### src/sv/jsu_pkg.sv
// Shared types and codes for the JSON string unescaper.
// No dependencies; imported by every module of the block.
package jsu_pkg;

   // Result word kinds
   localparam logic [1:0] KIND_DATA  = 2'd0;
   localparam logic [1:0] KIND_END   = 2'd1;
   localparam logic [1:0] KIND_ERROR = 2'd2;

   // Error codes
   localparam logic [2:0] ERR_NONE      = 3'd0;
   localparam logic [2:0] ERR_MISSING_Q = 3'd1;
   localparam logic [2:0] ERR_BAD_ESC   = 3'd2;
   localparam logic [2:0] ERR_BAD_HEX   = 3'd3;
   localparam logic [2:0] ERR_BAD_SURR  = 3'd4;
   localparam logic [2:0] ERR_CTRL_CHAR = 3'd5;

   localparam int QUEUE_DEPTH_DEF = 4;

   typedef struct packed {
      logic [7:0] in_byte;
      logic       restart;
   } req_payload_type;

   typedef struct packed {
      logic [7:0] out_byte;
      logic [1:0] kind;
      logic [2:0] error_code;
      logic       last;
   } rsp_payload_type;

   // One decoded input byte: 1 to 4 result words.
   typedef struct packed {
      logic [1:0]      last_idx;
      logic [1:0]      kind;
      logic [2:0]      error_code;
      logic [3:0][7:0] bytes;
   } job_type;

endpackage

### src/sv/jsu_queue.sv
// Short job queue between front and back end.
// Depends on jsu_pkg for the job type.
module jsu_queue #(
   parameter int DEPTH = jsu_pkg::QUEUE_DEPTH_DEF
) (
   input  logic             clock,
   input  logic             reset,
   input  logic             push,
   input  jsu_pkg::job_type push_job,
   output logic             full,
   input  logic             pop,
   output logic             head_valid,
   output jsu_pkg::job_type head_job
);
   import jsu_pkg::*;

   localparam int PTR_W = (DEPTH > 1) ? $clog2(DEPTH) : 1;
   localparam int CNT_W = $clog2(DEPTH + 1);

   job_type            mem_ff [DEPTH];
   logic [PTR_W-1:0]   wr_ff, wr_in, rd_ff, rd_in;
   logic [CNT_W-1:0]   cnt_ff, cnt_in;

   assign full       = (cnt_ff == CNT_W'(DEPTH));
   assign head_valid = (cnt_ff != '0);
   assign head_job   = mem_ff[rd_ff];

   always_comb begin
      wr_in  = wr_ff;
      rd_in  = rd_ff;
      cnt_in = cnt_ff;
      if (push) wr_in = (wr_ff == PTR_W'(DEPTH - 1)) ? '0 : wr_ff + PTR_W'(1);
      if (pop)  rd_in = (rd_ff == PTR_W'(DEPTH - 1)) ? '0 : rd_ff + PTR_W'(1);
      if (push && !pop) cnt_in = cnt_ff + CNT_W'(1);
      else if (pop && !push) cnt_in = cnt_ff - CNT_W'(1);
   end

   always_ff @(posedge clock) begin
      if (reset) begin
         wr_ff  <= '0;
         rd_ff  <= '0;
         cnt_ff <= '0;
      end else begin
         wr_ff  <= wr_in;
         rd_ff  <= rd_in;
         cnt_ff <= cnt_in;
      end
   end

   always_ff @(posedge clock) begin
      if (push) mem_ff[wr_ff] <= push_job;
   end

   a_no_overrun: assert property (@(posedge clock) disable iff (reset)
      !(push && full) && !(pop && !head_valid))
      else $error("queue pushed when full or popped when empty");

endmodule

### config.mk
export PLATFORM = sky130hd
export DESIGN_NAME = jsu_queue
export DESIGN_NICKNAME = d
export VERILOG_FILES = /design/src/sv/jsu_pkg.sv /design/src/sv/jsu_queue.sv
export SDC_FILE = /design/constraint.sdc
export NUM_CORES = 1
export LEC_CHECK = 0
export ABC_CLOCK_PERIOD_IN_PS = 2900
export BUFFER_PORTS_ARGS = -buffer_cell sky130_fd_sc_hd__buf_2
export CORE_ASPECT_RATIO = 1.75
export CORE_UTILIZATION = 38
export CTS_CLUSTER_SIZE = 25
export DETAILED_ROUTE_END_ITERATION = 7
export GPL_ROUTABILITY_DRIVEN = 0
export SLEW_MARGIN = 0
export SYNTH_ARGS = -nofsm -noshare
export SYNTH_HDL_FRONTEND = slang
export SYNTH_SLANG_ARGS = --single-unit
### constraint.sdc
create_clock -name clock -period 2.9 [get_ports clock]
set_clock_uncertainty 0.2 [all_clocks]
set_input_delay 0.435 -clock clock [delete_from_list [all_inputs] [get_ports clock]]
set_output_delay 0.435 -clock clock [all_outputs]
set_load 0.005 [all_outputs]
Word level (Yosys, flattened, before mapping) --
Memory sizes are Yosys's and may differ from the RTL's. A register that Yosys moved wholly into a read port is not among the register bits. Cells that the tools add are included.
Operators by class: $add $sub $neg 4, equality and inequality tests 3, multiplexer cells 8, reductions and logical operators 6
Operator list (number):
- $mux W2 | 4
- $mux W3 | 2
- $add A2 B1 Y2 const B | 2
- $eq A2 B2 Y1 const B | 2
- $add A3 B1 Y3 const B | 1
- $eq A3 B3 Y1 const B | 1
- $reduce_bool A3 Y1 | 1
- $sub A3 B1 Y3 const B | 1
- $logic_and A1 B1 Y1 | 2
- $logic_not A1 Y1 | 2
- $mux W1 | 2
- $reduce_bool A2 Y1 | 1
Storage, ports and cells: flip-flop bits (word level) 7, bits in writable memories 156, input port bits 43, output and inout port bits 41, logic and storage cells 25, memories kept 1
Memory list:
- mem_ff | words 4, bits a word 39, rd ports 1, clocked after memory_dff 1, wr ports 1, RTL line jsu_queue.sv:20 | job_type mem_ff [DEPTH];

Logic depth before layout (Yosys ltp) --
word-level depth 4, gate-level depth with buffers 7, gate-level depth less buffers 7

Worst setup path after synthesis --
No wires, ideal clock.
path kind reg2reg, from register wr_ff[0], to memory mem_ff[3][0] in the netlist's numbering, enable pin, setup time 0.400 ns, arrival 1.497 ns, required time 2.300 ns, setup slack 0.803 ns, cell stages (with the launch flop) 3, buffers on the path 0, period minus slack after synthesis 2.097 ns, path through dfxtp_1 > ha_1 > and2_1
RTL lines:
- start, declared | RTL line jsu_queue.sv:21 | logic [PTR_W-1:0] wr_ff, wr_in, rd_ff, rd_in;
- start signal, assigned | RTL line jsu_queue.sv:44 | wr_ff <= wr_in;
- end, declared | RTL line jsu_queue.sv:20
No word-level cell before the write port.

==> flow_summary.rst <==
.. list-table::
   :header-rows: 1

   * - Metric
     - Value
   * - Detailed-route wire length
     - 10700 um
   * - DR pass1 iterations
     - 5
   * - Combinational power share
     - 0.075
   * - Nature of the critical path startpoint
     - flop
   * - Post-detail-place hpwl
     - between 6000 and 7000 um
   * - PwrDens
     - approximately 740 nW/um2
   * - Accumulated negative setup slack
     - 0 ns
   * - Pin count of the biggest net entering global routing
     - 40
   * - Transition time at the pin with the least slew margin
     - slightly above 0.6 ns
   * - Arrival time worst endpoint
     - roughly 2.0 ns
   * - Detailed router's first-iteration violation count
     - 117
   * - Total number of nets in the final design
     - roughly 400
   * - Category of the worst setup path capture point
     - primary output
   * - Post-Syn Instances
     - around 250
   * - Via count of the first global-routing pass
     - roughly 3100
   * - Number of max-cap violations
     - 0
   * - Area of the multi-input gates
     - approximately 1100 um2
   * - Register-to-register path setup slack
     - just over 1 ns
   * - Fill cell count
     - 1297
   * - DR vias
     - approximately 2700
   * - Pins over their slew limit
     - 0
   * - Number of antenna violations at the first check in global routing
     - 1
   * - Maximum number of buffers from clock root to sink
     - 2
   * - Class of the most critical setup path
     - reg2out
   * - Internal power summed over all cells
     - around 0.0043 W
   * - Top library cells by usage in the layout, fill and taps aside
     - edfxtp_1, buf_2, mux4_2
   * - Fraction of power spent switching nets
     - 0.208
   * - Final std cell area, no fill
     - roughly 7400 um2
   * - Clock period minus final worst setup slack
     - around 2.6 ns
   * - Syn_nets
     - approximately 300
   * - H-tree Lvls
     - 4
   * - F_max
     - around 0.39 GHz
   * - Total overflow reported by the global router
     - 0
   * - Layout cells sized above 1
     - 0.456
   * - Number of cell rows
     - 60
   * - Overall track demand over capacity in global routing
     - 0.141
   * - Average routed wire per standard cell
     - 19.5 um
   * - CTS root buffer
     - clkbuf_16
   * - Antenna viol nets, final
     - 0
   * - Post-layout util
     - 0.476
   * - Std-Cell Core Area
     - between 15000 and 20000 um2
   * - Leading cell type in the layout, fill and taps excluded
     - edfxtp_1
   * - Clock slew seen by the registers of the worst setup and hold paths
     - approximately 0.060 ns
   * - Clk pwr share
     - 0.414
   * - Area growth from synthesis to final layout
     - 21.4%
   * - Footprint of the flip-flops and latches
     - around 4900 um2
   * - Clock network latency to the later pin of the worst-skew pair
     - between 0.4 and 0.5 ns
   * - PostCTS Resize Cnt
     - 0
   * - Post-Place Cell Area
     - 6750 um2
   * - Minimum setup slack in the final design
     - 0.309 ns
   * - Synthesized area per cell
     - 24.5 um2
   * - Total CTS buffers
     - 17
   * - Top-area cell type share of the netlist area
     - 0.773
   * - Share of the clock period used by the worst path after layout
     - 0.894
   * - Run status
     - complete, no violations
   * - Sink Count
     - 165
   * - Setup violation total in the final timing report
     - 0
   * - Vertical extent of the die
     - approximately 170 um
   * - Full die area
     - around 16000 um2
   * - Slew HR
     - 0.589
   * - TritonCTS clock tree
     - done
   * - Number of library cell types mapped by synthesis
     - 18
   * - P_leak
     - around 2.5 nW
   * - Dominant cell type by area after synthesis
     - edfxtp_1
   * - Top-level I/O count
     - 84
   * - Final Hold Viols
     - 0
   * - Flip-flop and latch count after synthesis
     - about 170
   * - Maximum net fanout on the critical path
     - 14
   * - Port Buffers
     - 83
   * - Hold WC Path Type
     - in2reg
   * - Sw Pwr
     - 0.00113 W
   * - Worst slack after detailed placement
     - slightly below 0.7 ns
   * - Post-CTS repair timing setup buffer count
     - 0
   * - Wire length of the first global-routing pass
     - 16900 um
   * - Hold_buf cts
     - 0
   * - Sequential share of power
     - 0.510
   * - Top cells by area in the synthesized netlist
     - edfxtp_1, mux4_2, dfxtp_1
   * - Total power after layout
     - about 0.0054 W
   * - Synthesized area
     - 6060 um2
   * - Sequential element share of the synthesized area
     - 0.803
   * - CP Data Required Time
     - 2.27 ns
   * - DRC violation count after routing
     - 0
   * - Synthesis warning total
     - 0
   * - Starting density of the core
     - 0.392
   * - Horizontal die dimension
     - between 90 and 100 um
   * - Setup repair after global routing missed its margin
     - false
   * - Worst IR drop on VDD
     - approximately 410 uV
   * - Vias per Instance
     - roughly 5.0
kinds of logic (layout without fill, tap and decap cells):
group | count (synthesis) | count (layout) | share of synthesized area
flops | 165 | 165 | 0.803
mux | 43 | 43 | 0.152
simple gates | 15 | 15 | 0.0130
buf+inv | 12 | 127 | 0.0116
fa+ha+maj | 7 | 7 | 0.0157
compound gates | 3 | 3 | 0.00248
xor+xnor | 2 | 2 | 0.00289
other cells | 0 | 2 | 0
synth_stat cells, drive strengths merged:
library cell / count
edfxtp: 156
mux4: 39
dfxtp: 9
nor2: 7
buf: 6
ha: 6
and2: 4
inv: 4
mux2i: 4
a21oi: 2
clkbuf: 2
nor3b: 2
or3: 2
xor2: 2
fa: 1
o21ai: 1
worst paths after layout:
path	start	end	cells after the start
worst max-delay path	flop	head_job[26]	3
worst min-delay path	push_job[20]	mem_ff[0][20]$_DFFE_PP_	1
worst max register to register	wr_ff[0]$_SDFFE_PP0P_	mem_ff[2][9]$_DFFE_PP_	4
worst min register to register	cnt_ff[2]$_SDFFE_PP0P_	cnt_ff[2]$_SDFFE_PP0P_	2
power groups by stage:
stage | combinational (W) | clock [W] | sequential (W)
final | 0.000409 | 0.00225 | 0.00277
after floorplan | 0.000241 | 0 | 0.00280
after detailed placement | 0.000423 | 0 | 0.00283
after global placement | 0.000414 | 0 | 0.00282
after CTS | 0.000424 | 0.00232 | 0.00278
after global routing | 0.000453 | 0.00241 | 0.00279
metal layers:
| layer | wire [um] | share of wire | GRT usage | vias up |
|---|---|---|---|---|
| li1 | - | - | - | 1246 |
| met1 | 4110 | 0.38 | 0.155 | 1427 |
| met2 | 6010 | 0.56 | 0.250 | 56 |
| met3 | 428 | 0.040 | 0.0425 | 9 |
| met4 | 161 | 0.015 | 0.0627 | 0 |
| met5 | 0 | 0 | 0 | - |
sequential cells by signal, indices dropped and copies added, names as in the netlist, named ones only:
| register | flops |
|---|---|
| cnt_ff | 3 |
| mem_ff | 156 |
| rd_ff | 2 |
| wr_ff | 2 |
critical path: stages (launching register included):
cell     delay (ns)
dfxtp_4        0.54
buf_4          0.32
mux4_2         0.54
buf_2          0.14
final cells by class:
class / instances / share of cell area
clock inverters: 14 / 0.0236
well taps: 186 / 0.0316
clock buffers: 18 / 0.0583
repair buffers: 91 / 0.0680
inverters: 4 / 0.00204
multi-input cells: 70 / 0.154
flip-flops and latches: 165 / 0.662
diodes: 2 / 0.000680
per-stage QoR:
stage / hold slack, ns / std cells
after detailed placement: 0.297 / 516
after global routing: 0.0124 / 548
after global placement: 0.282 / 516
final: 0.0352 / 550
after floorplan: 0.255 / 247
after CTS: 0.0101 / 548
Note: power is estimated with default switching activity, not from simulation.
